[config.mk]
export PLATFORM = sky130hd
export DESIGN_NAME = remote_framebuffer_message_parser_core
export DESIGN_NICKNAME = d
export VERILOG_FILES = /design/src/rtl/core/rfb_pkg.sv /design/src/rtl/core/remote_framebuffer_message_parser_core.sv /design/src/rtl/core/rfb_front.sv /design/src/rtl/core/rfb_back.sv
export SDC_FILE = /design/constraint.sdc
export NUM_CORES = 2
export LEC_CHECK = 0
export ABC_AREA = 1
export BUFFER_PORTS_ARGS = -buffer_cell sky130_fd_sc_hd__buf_2
export CORE_ASPECT_RATIO = 0.6
export CORE_MARGIN = 2
export CORE_UTILIZATION = 53
export DETAILED_ROUTE_END_ITERATION = 7
export PLACE_DENSITY = 0.7
export SLEW_MARGIN = 20
export SYNTH_ARGS = -nofsm -noshare
export SYNTH_HDL_FRONTEND = slang
export SYNTH_SLANG_ARGS = --single-unit
[constraint.sdc]
create_clock -name clock -period 13.5 [get_ports clock]
set_input_delay 2.7 -clock clock [delete_from_list [all_inputs] [get_ports clock]]
set_output_delay 2.7 -clock clock [all_outputs]
set_load 0.02 [all_outputs]
[src/rtl/core/rfb_pkg.sv]
// ----------------------------------------------------------------------------
// RFB parser package
// Shared types, codes and constants of the remote framebuffer message parser.
// ----------------------------------------------------------------------------
package rfb_pkg;

   localparam int BytesPerPixel = 4;
   localparam int QueueDepth    = 4;

   localparam logic [7:0] MsgUpdate = 8'd0;
   localparam logic [7:0] MsgBell   = 8'd2;
   localparam logic [7:0] MsgCut    = 8'd3;
   localparam logic [7:0] MsgCont   = 8'd150;
   localparam logic [3:0] RectHdrLen = 4'd12;
   localparam logic [3:0] CutHdrLen  = 4'd8;
   localparam logic [31:0] ContSkip  = 32'd9;

   typedef enum logic [2:0] {
      KIND_PIXEL   = 3'd0,
      KIND_COPY    = 3'd1,
      KIND_BELL    = 3'd2,
      KIND_DONE    = 3'd3,
      KIND_UNSUPP  = 3'd4,
      KIND_UNKNOWN = 3'd5
   } kind_type;

   typedef enum logic [2:0] {
      PH_IDLE   = 3'd0,
      PH_UPDATE = 3'd1,
      PH_RECT   = 3'd2,
      PH_PIXEL  = 3'd3,
      PH_COPY   = 3'd4,
      PH_CUTHDR = 3'd5,
      PH_SKIP   = 3'd6
   } phase_type;

   typedef enum logic [2:0] {
      CSR_FIRST_SHIFT  = 3'd0,
      CSR_SECOND_SHIFT = 3'd1,
      CSR_THIRD_SHIFT  = 3'd2,
      CSR_FIRST_MASK   = 3'd3,
      CSR_SECOND_MASK  = 3'd4,
      CSR_THIRD_MASK   = 3'd5
   } csr_index_type;

   // One classified command from the front parser to the back end.
   typedef struct packed {
      kind_type    kind;
      logic [15:0] dest_x;
      logic [15:0] dest_y;
      logic [15:0] source_x;
      logic [15:0] source_y;
      logic [15:0] rect_width;
      logic [15:0] rect_height;
      logic [23:0] pixel;
      logic        with_done;
   } cmd_type;

   // Packed result: kind, dest_x, dest_y, source_x, source_y, width,
   // height, first, second, third, from the lowest bit up.
   localparam int RspDataBits = 3 + 6 * 16 + 3 * 8;
   localparam int RspDataWidth = ((RspDataBits + 7) / 8) * 8;

endpackage

[src/rtl/core/remote_framebuffer_message_parser_core.sv]
// ----------------------------------------------------------------------------
// Remote framebuffer message parser core
// Parses the server byte stream into pixel writes, copies and events.
// ----------------------------------------------------------------------------
//  channel | dir | handshake           | payload
//  req     | in  | tvalid/tready       | tdata: data_byte
//  rsp     | out | tvalid/tready/tlast | tdata: kind..channel_third
//  csr     | in  | wen                 | index, data
//
// One byte is taken per cycle; the front parser decides in that cycle and
// pushes a command into a four-entry queue. The back end drains one result
// per cycle while rsp_tready is high; a command that closes the frame
// is sent, then a done result. Reset is synchronous and clears parser
// state and the queue. The input stalls only when the queue is nearly full.
module remote_framebuffer_message_parser_core
   import rfb_pkg::*;
#(
   parameter int QUEUE_DEPTH = QueueDepth
) (
   input  logic        clock,
   input  logic        reset,
   input  logic        req_tvalid,
   output logic        req_tready,
   input  logic [7:0]  req_tdata,    // data_byte
   output logic        rsp_tvalid,
   input  logic        rsp_tready,
   // kind, dest_x, dest_y, source_x, source_y, rect_width, rect_height,
   // channel_first, channel_second, channel_third
   output logic [RspDataWidth-1:0] rsp_tdata,
   output logic        rsp_tlast,    // last_of_run
   input  logic        csr_wen,
   input  logic [2:0]  csr_index,
   input  logic [15:0] csr_data
);

   logic [4:0]  sh1_ff, sh2_ff, sh3_ff;
   logic [15:0] mk1_ff, mk2_ff, mk3_ff;
   logic        cmd_valid, space_ok;
   cmd_type     cmd;

   // hold config registers; write on enable
   always_ff @(posedge clock) begin
      if (reset) begin
         sh1_ff <= 5'd16; sh2_ff <= 5'd8; sh3_ff <= 5'd0;
         mk1_ff <= 16'd255; mk2_ff <= 16'd255; mk3_ff <= 16'd255;
      end else if (csr_wen) begin
         case (csr_index)
            CSR_FIRST_SHIFT:  sh1_ff <= csr_data[4:0];
            CSR_SECOND_SHIFT: sh2_ff <= csr_data[4:0];
            CSR_THIRD_SHIFT:  sh3_ff <= csr_data[4:0];
            CSR_FIRST_MASK:   mk1_ff <= csr_data;
            CSR_SECOND_MASK:  mk2_ff <= csr_data;
            CSR_THIRD_MASK:   mk3_ff <= csr_data;
            default: ;
         endcase
      end
   end

   assign req_tready = space_ok;

   rfb_front u_front (
      .clock, .reset,
      .byte_valid(req_tvalid && req_tready),
      .data_byte(req_tdata),
      .cmd_valid, .cmd
   );

   rfb_back #(.DEPTH(QUEUE_DEPTH)) u_back (
      .clock, .reset, .cmd_valid, .cmd, .space_ok,
      .sh1(sh1_ff), .sh2(sh2_ff), .sh3(sh3_ff),
      .mk1(mk1_ff), .mk2(mk2_ff), .mk3(mk3_ff),
      .rsp_tvalid, .rsp_tready, .rsp_tdata, .rsp_tlast
   );

endmodule

[src/rtl/core/rfb_front.sv]
// ----------------------------------------------------------------------------
// RFB front parser
// Takes one stream byte per cycle, tracks message framing, pushes commands.
// ----------------------------------------------------------------------------
module rfb_front
   import rfb_pkg::*;
(
   input  logic    clock,
   input  logic    reset,
   input  logic    byte_valid,
   input  logic [7:0] data_byte,
   output logic    cmd_valid,
   output cmd_type cmd
);

   phase_type   phase_ff, phase_in;
   logic [3:0]  idx_ff, idx_in;
   logic [15:0] rects_ff, rects_in;
   logic [15:0] hx_ff, hx_in, hy_ff, hy_in, hw_ff, hw_in, hh_ff, hh_in;
   logic [31:0] enc_ff, enc_in;
   logic [15:0] col_ff, col_in, row_ff, row_in;
   logic [23:0] acc_ff, acc_in;
   logic [15:0] sx_ff, sx_in, sy_ff, sy_in;
   logic [31:0] skip_ff, skip_in;

   logic [15:0] rects_dec;
   logic [15:0] col_inc, row_inc;

   assign rects_dec = rects_ff - 16'd1;
   assign col_inc   = col_ff + 16'd1;
   assign row_inc   = row_ff + 16'd1;

   always_comb begin
      phase_in = phase_ff; idx_in = idx_ff; rects_in = rects_ff;
      hx_in = hx_ff; hy_in = hy_ff; hw_in = hw_ff; hh_in = hh_ff; enc_in = enc_ff;
      col_in = col_ff; row_in = row_ff; acc_in = acc_ff;
      sx_in = sx_ff; sy_in = sy_ff; skip_in = skip_ff;
      cmd_valid = 1'b0;
      cmd = '0;
      if (byte_valid) begin
         case (phase_ff)
            PH_UPDATE: begin
               if (idx_ff >= 4'd2) rects_in = {rects_ff[7:0], data_byte};
               idx_in = idx_ff + 4'd1;
               if (idx_ff == 4'd3) begin
                  idx_in = '0;
                  phase_in = ({rects_ff[7:0], data_byte} == 16'd0) ? PH_IDLE : PH_RECT;
               end
            end
            PH_RECT: begin
               if (idx_ff < 4'd2) hx_in = {hx_ff[7:0], data_byte};
               else if (idx_ff < 4'd4) hy_in = {hy_ff[7:0], data_byte};
               else if (idx_ff < 4'd6) hw_in = {hw_ff[7:0], data_byte};
               else if (idx_ff < 4'd8) hh_in = {hh_ff[7:0], data_byte};
               else enc_in = {enc_ff[23:0], data_byte};
               idx_in = idx_ff + 4'd1;
               if (idx_ff == RectHdrLen - 4'd1) begin
                  idx_in = '0;
                  col_in = '0;
                  row_in = '0;
                  if (enc_in == 32'd0) begin
                     if (hw_ff == 16'd0 || hh_ff == 16'd0) begin
                        rects_in = rects_dec;
                        if (rects_dec == 16'd0) begin
                           phase_in = PH_IDLE;
                           cmd_valid = 1'b1;
                           cmd.kind = KIND_DONE;
                        end
                     end else begin
                        phase_in = PH_PIXEL;
                     end
                  end else if (enc_in == 32'd1) begin
                     phase_in = PH_COPY;
                  end else begin
                     rects_in = rects_dec;
                     cmd_valid = 1'b1;
                     cmd.kind = KIND_UNSUPP;
                     cmd.with_done = (rects_dec == 16'd0);
                     if (rects_dec == 16'd0) phase_in = PH_IDLE;
                  end
               end
            end
            PH_PIXEL: begin
               if (idx_ff < 4'd3) acc_in = {acc_ff[15:0], data_byte};
               idx_in = idx_ff + 4'd1;
               if (idx_ff == 4'(BytesPerPixel - 1)) begin
                  idx_in = '0;
                  cmd_valid = 1'b1;
                  cmd.kind = KIND_PIXEL;
                  cmd.dest_x = hx_ff + col_ff;
                  cmd.dest_y = hy_ff + row_ff;
                  cmd.pixel = acc_ff;
                  col_in = col_inc;
                  if (col_inc >= hw_ff) begin
                     col_in = '0;
                     row_in = row_inc;
                     if (row_inc >= hh_ff) begin
                        rects_in = rects_dec;
                        cmd.with_done = (rects_dec == 16'd0);
                        phase_in = (rects_dec == 16'd0) ? PH_IDLE : PH_RECT;
                     end
                  end
               end
            end
            PH_COPY: begin
               if (idx_ff < 4'd2) sx_in = {sx_ff[7:0], data_byte};
               else sy_in = {sy_ff[7:0], data_byte};
               idx_in = idx_ff + 4'd1;
               if (idx_ff == 4'd3) begin
                  idx_in = '0;
                  cmd_valid = 1'b1;
                  cmd.kind = KIND_COPY;
                  cmd.dest_x = hx_ff;
                  cmd.dest_y = hy_ff;
                  cmd.source_x = sx_ff;
                  cmd.source_y = sy_in;
                  cmd.rect_width = hw_ff;
                  cmd.rect_height = hh_ff;
                  rects_in = rects_dec;
                  cmd.with_done = (rects_dec == 16'd0);
                  phase_in = (rects_dec == 16'd0) ? PH_IDLE : PH_RECT;
               end
            end
            PH_CUTHDR: begin
               if (idx_ff >= 4'd4) skip_in = {skip_ff[23:0], data_byte};
               idx_in = idx_ff + 4'd1;
               if (idx_ff == CutHdrLen - 4'd1) begin
                  idx_in = '0;
                  phase_in = (skip_in == 32'd0) ? PH_IDLE : PH_SKIP;
               end
            end
            PH_SKIP: begin
               skip_in = skip_ff - 32'd1;
               if (skip_in == 32'd0) phase_in = PH_IDLE;
            end
            default: begin
               phase_in = PH_IDLE;
               idx_in = '0;
               if (data_byte == MsgUpdate) begin
                  rects_in = '0;
                  idx_in = 4'd1;
                  phase_in = PH_UPDATE;
               end else if (data_byte == MsgBell) begin
                  cmd_valid = 1'b1;
                  cmd.kind = KIND_BELL;
               end else if (data_byte == MsgCut) begin
                  skip_in = '0;
                  idx_in = 4'd1;
                  phase_in = PH_CUTHDR;
               end else if (data_byte == MsgCont) begin
                  skip_in = ContSkip;
                  phase_in = PH_SKIP;
               end else begin
                  cmd_valid = 1'b1;
                  cmd.kind = KIND_UNKNOWN;
               end
            end
         endcase
      end
   end

   always_ff @(posedge clock) begin
      if (reset) begin
         phase_ff <= PH_IDLE; idx_ff <= '0; rects_ff <= '0;
         hx_ff <= '0; hy_ff <= '0; hw_ff <= '0; hh_ff <= '0; enc_ff <= '0;
         col_ff <= '0; row_ff <= '0; acc_ff <= '0;
         sx_ff <= '0; sy_ff <= '0; skip_ff <= '0;
      end else begin
         phase_ff <= phase_in; idx_ff <= idx_in; rects_ff <= rects_in;
         hx_ff <= hx_in; hy_ff <= hy_in; hw_ff <= hw_in; hh_ff <= hh_in; enc_ff <= enc_in;
         col_ff <= col_in; row_ff <= row_in; acc_ff <= acc_in;
         sx_ff <= sx_in; sy_ff <= sy_in; skip_ff <= skip_in;
      end
   end

`ifndef SYNTHESIS
   a_idx_range: assert property (@(posedge clock) disable iff (reset)
      idx_ff < RectHdrLen) else $error("byte index out of range");
   a_done_idle: assert property (@(posedge clock) disable iff (reset)
      cmd_valid && cmd.with_done |=> phase_ff == PH_IDLE)
      else $error("frame done without return to idle");
   a_pixel_rects: assert property (@(posedge clock) disable iff (reset)
      phase_ff == PH_PIXEL |-> rects_ff != 16'd0) else $error("pixel with no rects");
`endif

endmodule

[src/rtl/core/rfb_back.sv]
// ----------------------------------------------------------------------------
// RFB back end
// Queues commands, splits a frame-done tail, forms colour bytes.
// ----------------------------------------------------------------------------
module rfb_back
   import rfb_pkg::*;
#(
   parameter int DEPTH = QueueDepth
) (
   input  logic        clock,
   input  logic        reset,
   input  logic        cmd_valid,
   input  cmd_type     cmd,
   output logic        space_ok,
   input  logic [4:0]  sh1, sh2, sh3,
   input  logic [15:0] mk1, mk2, mk3,
   output logic        rsp_tvalid,
   input  logic        rsp_tready,
   output logic [RspDataWidth-1:0] rsp_tdata,
   output logic        rsp_tlast
);

   localparam int AW = (DEPTH > 1) ? $clog2(DEPTH) : 1;

   cmd_type q_ff [DEPTH];
   logic [AW-1:0] wp_ff, wp_in, rp_ff, rp_in;
   logic [AW:0]   cnt_ff, cnt_in;
   logic          tail_ff, tail_in;   // command part of head already sent, done part pending
   logic          push, pop;
   cmd_type       head;
   logic [23:0]   c1, c2, c3;

   assign head = q_ff[rp_ff];
   assign push = cmd_valid;
   // keep room for one more command beyond the in-flight byte
   assign space_ok = cnt_ff <= (AW+1)'(DEPTH - 2);
   assign rsp_tvalid = cnt_ff != '0;
   assign pop = rsp_tvalid && rsp_tready &&
                (!head.with_done || tail_ff || head.kind == KIND_DONE);

   assign c1 = (head.pixel >> sh1) & {8'd0, mk1};
   assign c2 = (head.pixel >> sh2) & {8'd0, mk2};
   assign c3 = (head.pixel >> sh3) & {8'd0, mk3};

   always_comb begin
      rsp_tdata = '0;
      rsp_tlast = 1'b1;
      if (head.with_done && tail_ff) begin
         rsp_tdata[2:0] = KIND_DONE;
      end else begin
         rsp_tlast = !head.with_done;
         rsp_tdata[2:0]     = head.kind;
         rsp_tdata[18:3]    = head.dest_x;
         rsp_tdata[34:19]   = head.dest_y;
         rsp_tdata[50:35]   = head.source_x;
         rsp_tdata[66:51]   = head.source_y;
         rsp_tdata[82:67]   = head.rect_width;
         rsp_tdata[98:83]   = head.rect_height;
         if (head.kind == KIND_PIXEL) begin
            rsp_tdata[106:99]  = c1[7:0];
            rsp_tdata[114:107] = c2[7:0];
            rsp_tdata[122:115] = c3[7:0];
         end
      end
   end

   always_comb begin
      wp_in = wp_ff;
      rp_in = rp_ff;
      if (push) wp_in = (wp_ff == AW'(DEPTH - 1)) ? '0 : wp_ff + AW'(1);
      if (pop)  rp_in = (rp_ff == AW'(DEPTH - 1)) ? '0 : rp_ff + AW'(1);
      cnt_in = cnt_ff + (AW+1)'(push) - (AW+1)'(pop);
      tail_in = tail_ff;
      if (pop) tail_in = 1'b0;
      else if (rsp_tvalid && rsp_tready && head.with_done) tail_in = 1'b1;
   end

   always_ff @(posedge clock) begin
      if (push) q_ff[wp_ff] <= cmd;
   end

   always_ff @(posedge clock) begin
      if (reset) begin
         wp_ff <= '0; rp_ff <= '0; cnt_ff <= '0; tail_ff <= 1'b0;
      end else begin
         wp_ff <= wp_in; rp_ff <= rp_in; cnt_ff <= cnt_in; tail_ff <= tail_in;
      end
   end

`ifndef SYNTHESIS
   a_no_over: assert property (@(posedge clock) disable iff (reset)
      push |-> cnt_ff < (AW+1)'(DEPTH)) else $error("queue overflow");
   a_tail: assert property (@(posedge clock) disable iff (reset)
      tail_ff |-> rsp_tvalid && head.with_done) else $error("stray tail");
   a_cnt: assert property (@(posedge clock) disable iff (reset)
      cnt_ff <= (AW+1)'(DEPTH)) else $error("count out of range");
`endif

endmodule
# Word-level counts from Yosys, hierarchy flattened
# Memory sizes are Yosys's and may differ from the RTL's. A register that Yosys moved wholly into a read port is not among the register bits.
# Index checks and enable logic that the tools add are counted.
# op_classes
n_lt_le_gt_ge	10
addsub	11
n_mux	106
reduce_logical	49
bitwise	9
eq_ne	34
shift	3
# op_table
op	n
$mux 32	14
$mux 16	16
$mux 124	1
$mux 120	1
$mux 97	1
$logic_not 32->1	3
$pmux 32 s3	1
$pmux 16 s5	1
$mux 3	26
$shr 24x5->8	3
$logic_not 16->1	4
$mux 64	1
$pmux 16 s2	2
$pmux 32 s2	1
$mux 24	2
$add 16x1->16 const B	2
$add 16x16->16	2
$eq 32x1->1 const B	1
$ge 16x16->1	2
$sub 32x1->32 const B	1
$mux 25	1
$and 8x8->8	3
$mux 1	21
$mux 4	5
48 further kinds	107
# word_totals
ff_bits	286
ramBits	496
mem_count	1
word_cells	247
out_inout_bits	131
# memory_table
memory	words	width	rd	rd_ports_with_merged_regs	wr	line_no	source
u_back.q_ff	4	124	1	1	1	rfb_back.sv:25	cmd_type q_ff [DEPTH];

# Depth between registers and ports, before layout
# logic_depth
ltp_word	15
depth_mapped	22

# Cells and area by module
# From an unflattened synthesis, not the netlist that was laid out.
# hier_totals
cells_unflattened	4998
hier_area_um2	40842.9
# by_module_without_submodules
module	cells_each	area_per_inst_um2	instances
rfb_back	2209	22836.9	1
rfb_front	2443	15563.7	1
remote_framebuffer_message_parser_core	346	2442.3	1

# Least setup slack after synthesis
# No wires, ideal clock.
# synth_timing
path_type	input-to-reg
start	input req_tdata[2]
end	memory u_back.q_ff[0][0] in the netlist's numbering, enable pin
path_stages	13
t_arrival_ps	9035
n_path_buf	0
setup_slack_ps	3857
path_cell_list	inv_1 -> nand2_1 -> o21ai_1 -> nand2_1 -> nor2_1 -> nand2_1 -> nor2_1 -> nand3_1 -> nor2_1 -> nand3_1 -> nand3_2 -> nand2_2 -> nor2_1
# synth_between
elab_chain_cells	14
elab_cells_between_ends	23
# synth_lines
element	line_no	source
start: declaration	remote_framebuffer_message_parser_core.sv:24	input logic [7:0] req_tdata,
$mux 32	rfb_front.sv:54	else if (idx_ff < 4'd8) hh_in = {hh_ff[7:0], data_byte};
$mux 32	rfb_front.sv:53	else if (idx_ff < 4'd6) hw_in = {hw_ff[7:0], data_byte};
$mux 32	rfb_front.sv:52	else if (idx_ff < 4'd4) hy_in = {hy_ff[7:0], data_byte};
$mux 32	rfb_front.sv:51	if (idx_ff < 4'd2) hx_in = {hx_ff[7:0], data_byte};
$mux 32	rfb_front.sv:41	case (phase_ff)
$mux 32	rfb_front.sv:40	if (byte_valid) begin
$eq 32x1->1	rfb_front.sv:72	end else if (enc_in == 32'd1) begin
$mux 1	rfb_front.sv:72	
$mux 1	rfb_front.sv:61	if (enc_in == 32'd0) begin
$mux 1	rfb_front.sv:57	if (idx_ff == RectHdrLen - 4'd1) begin
$pmux 1 s3 (*)	rfb_front.sv:41	
$mux 1 (*)	rfb_front.sv:40	
$mux 1 (*)	rfb_back.sv:79	if (push) q_ff[wp_ff] <= cmd;
$mux 1 (implied by the code) (*)	rfb_back.sv:79	
end: declaration	rfb_back.sv:25	
# Every way passes the cells marked *; elsewhere a longest branch is shown, timed or not. The select of a mux whose other input is x is not followed.

==> summary.txt <==
Timing
  – Setup violators final: 0
  – Final max-slew violation count: 0
  – Hold slack: ~450 ps
  – RSZ-0062 raised after global routing: no
  – Setup ws final: about 6100 ps
  – Layout Skew: around 28 ps
  – Post-layout min period: 7370 ps
  – Worst-Margin Slew: ~1100 ps
  – Setup_tns: 0 ps
  – Final Hold Vio Count: 0
  – Final cycle utilization of the critical path: 0.546
  – FMAX: around 140 MHz
  – Slew margin rel.: 0.230

Global routing
  – First-pass GRT wire length: 172 mm
  – Total grt overflow: 0
  – Number of global-route vias before repair: 29700
  – GRT Util Overall: 0.287
  – Largest net degree at the start of global routing: around 130
  – Initial antenna violation count: 2

Critical path
  – Largest stage delay, worst path: roughly 830 ps
  – Worst r2r src: u_front.idx_ff[3]
  – FF-to-FF path depth: 13
  – Worst R2R Setup Slack: 8580 ps
  – RR Endpoint: u_back.q_ff[0][107]
  – CP dominant cell by count: nand2_1
  – CP Launch Type: flop
  – Data required, critical path: around 11000 ps
  – Worst setup EP type: output port
  – Crit path DAT: about 4700 ps
  – Worst path cell trace: buf_4 > buf_4 > nand2_1 > nand3_1 > nand2_1 > o21ai_0 > mux2i_1 > nand2_1 > nand3_1 > o211ai_1 > a21oi_1 > nor2_1 > buf_2
  – CP max FO: between 90 and 100
  – Slowest cell on crit path: buf_4
  – Kind of critical path: reg2out

Pwr
  – Static Leak: ~18 nW
  – Switching Fraction: 0.438
  – Max IR drop VDD: ~170 uV
  – Psw: between 4 and 5 mW
  – Power Total: around 9.5 mW
  – Comb pwr share: 0.440
  – Internal power: approximately 5.4 mW
  – Clock power share: 0.231
  – PD cells: 220 mW/mm2
  – Sequential Power Share: 0.329

Floorplanning
  – Core Rows: between 70 and 80
  – Core Area: approximately 0.074 mm2
  – Starting Density: 0.536
  – I/O Pins: ~160
  – Die width: between 300 and 400 um
  – Die ar.: ~0.077 mm2
  – Die Span Y: around 220 um

Min path
  – HP Class: reg2reg
  – Hold Path End: u_front.enc_ff[28]
  – Worst hold path startpoint: u_front.enc_ff[28]
  – Hold Path Depth: 2

Layout
  – Nets: roughly 4900
  – Multi-input logic area: about 0.016 mm2
  – Final Core Density: 0.588
  – Synth-to-Final Area Change: 9.80%
  – Finished Layout Cells: slightly below 6000
  – Layout cells sized above 1: 0.0824
  – Reg area: about 0.021 mm2
  – Final non-filler cell area: 0.0433 mm2
  – Filler cells: roughly 6600

Clocking
  – CTS resizes: 0
  – Max Root-Sink Buffers: 3
  – Root buf cell: clkbuf_16
  – Post-CTS setup buffer count: 0
  – Clock transition at path regs: around 70 ps
  – Skew-Pair Late Insertion Delay: ~660 ps
  – CTS Hold Bufs: 0
  – Clk sinks: between 700 and 800
  – H-tree Lvls: 3
  – TritonCTS clock tree: built
  – CTS Buf Count: 75

Routing
  – Final WL: 112 mm
  – Starting DRT DRC Count: about 4000
  – Vias: around 34000
  – ANT nets after route: 0
  – Via density: about 5.7
  – Drt wl/cell: slightly below 20 um
  – Drt pass-1 iters: 6
  – DRC Markers: 0

Yosys
  – Seq/Total Area, Yosys: 0.524
  – Top cells by area, synth: edfxtp_1 (38%), dfxtp_1 (15%), nand2_1 (9.7%)
  – Synth top area share: 0.378
  – Number of synthesized flops with an enable pin: around 500
  – Ys flop type: edfxtp_1
  – Post-synth ARST share: 0
  – Synth area leader: edfxtp_1
  – Mapped Area: slightly below 0.04 mm2
  – Mean post-synth cell area: ~8.3 um2
  – Cells after synthesis: ~4800
  – YS warnings: 0
  – Most frequent cells after synthesis: nand2_1 (1022), nor2_1 (593), o21ai_0 (581)
  – Most numerous cell in the Yosys netlist: nand2_1
  – Unique masters post-synth: ~60
  – Flop and latch count out of synthesis: 784

Place
  – Port buffer count: 149
  – Placed inst area: a little over 0.04 mm2
  – Cells after DPL: 5703
  – Pre-CTS setup slack: 6700 ps
  – Post-DP HPWL: approximately 73 mm
  – Routability congestion estimate from global placement: 0.984

Flow run
  – MaxCap Viol Count: 0

Status
  – Status: finished clean
==> kinds of logic (layout without fill, tap and decap cells) <==
group	after synthesis	after routing	synth area share
AOI/OAI and AO/OA	1130	1130	0.153
xor gates and xnor gates	47	47	0.0104
and+or+nand+nor	2020	2020	0.211
adders and majority gates	80	80	0.0259
buffers and inverters	698	772	0.0705
DFF	784	784	0.524
other	1	6	0.0000951
muxes	18	18	0.00457
==> power groups by stage <==
stage          clock network, mW  registers (mW)  logic, mW
3_5_place_dp                   0            3.19       4.09
3_3_place_gp                   0            3.18       4.06
2_1_floorplan                  0            3.17       2.84
5_1_grt                     2.33            3.18       4.60
4_1_cts                     2.23            3.14       4.11
6_report                    2.21            3.14       4.19
==> critical path: cells and delay by family, from the launching register on <==
family	cells	cell delay, ps
buf+inv	3	1770
compound gates	3	890
simple gates	6	720
flops	1	370
mux	1	260
==> cells in the final DEF (no fill, tap or decap), types with 7 or more instances in the layout <==
cell type / n
xor2_1: 43
or2_2: 12
buf_2: 149
inv_2: 22
clkbuf_16: 76
nor4_1: 7
dfxtp_1: 284
nand3_1: 212
bufinv_16: 9
nor2_2: 10
o211ai_1: 21
clkinv_1: 13
nand2_2: 10
edfxtp_1: 496
mux2i_1: 18
clkinv_2: 15
buf_4: 34
o22ai_1: 136
ha_1: 77
nor2_1: 588
inv_6: 7
nor3_2: 9
nand4_1: 30
a21oi_1: 304
nand2_1: 1022
a22oi_1: 15
o21ai_1: 29
a211oi_1: 13
nor3_1: 90
o21ai_0: 581
clkbuf_1: 22
inv_1: 410
nor2_4: 12
==> worst max-delay path by stage <==
stage / to / slack, ps
2_1_floorplan: u_back.q_ff[0][0] / 3860
3_3_place_gp: u_back.q_ff[0][92] / 6750
3_5_place_dp: u_back.q_ff[0][94] / 6700
4_1_cts: rsp_tdata[102] / 6220
5_1_grt: rsp_tdata[109] / 5840
6_report: rsp_tdata[109] / 6130
==> area by class of cell <==
class,instances,share of cell area
timing repair buffer,187,0.0250
inverter,445,0.0389
antenna,1,0.0000578
clock buffer,101,0.0468
tap,987,0.0285
multi-input combinational,3300,0.372
sequential,784,0.477
clock inverter,39,0.0120
==> per-layer routing <==
metal	part of all wire	GRT usage
met5	0.00012	0
met1	0.47	0.456
met2	0.38	0.376
met4	0.021	0.0640
met3	0.13	0.0876
==> state kept, by name, summed over array words and instances (netlist names), 3 cells and up, named ones only <==
register,flops
u_front.rects_ff,16
u_front.hx_ff,16
sh2_ff,5
u_front.hw_ff,16
u_front.idx_ff,4
mk2_ff,8
u_front.phase_ff,3
sh3_ff,5
sh1_ff,5
u_front.skip_ff,32
u_front.sy_ff,16
u_front.hh_ff,16
mk1_ff,8
u_back.cnt_ff,3
u_front.hy_ff,16
u_front.row_ff,16
u_front.sx_ff,16
u_back.q_ff,496
u_front.acc_ff,24
mk3_ff,8
u_front.col_ff,16
u_front.enc_ff,32
(Power assumes the default switching activity.)
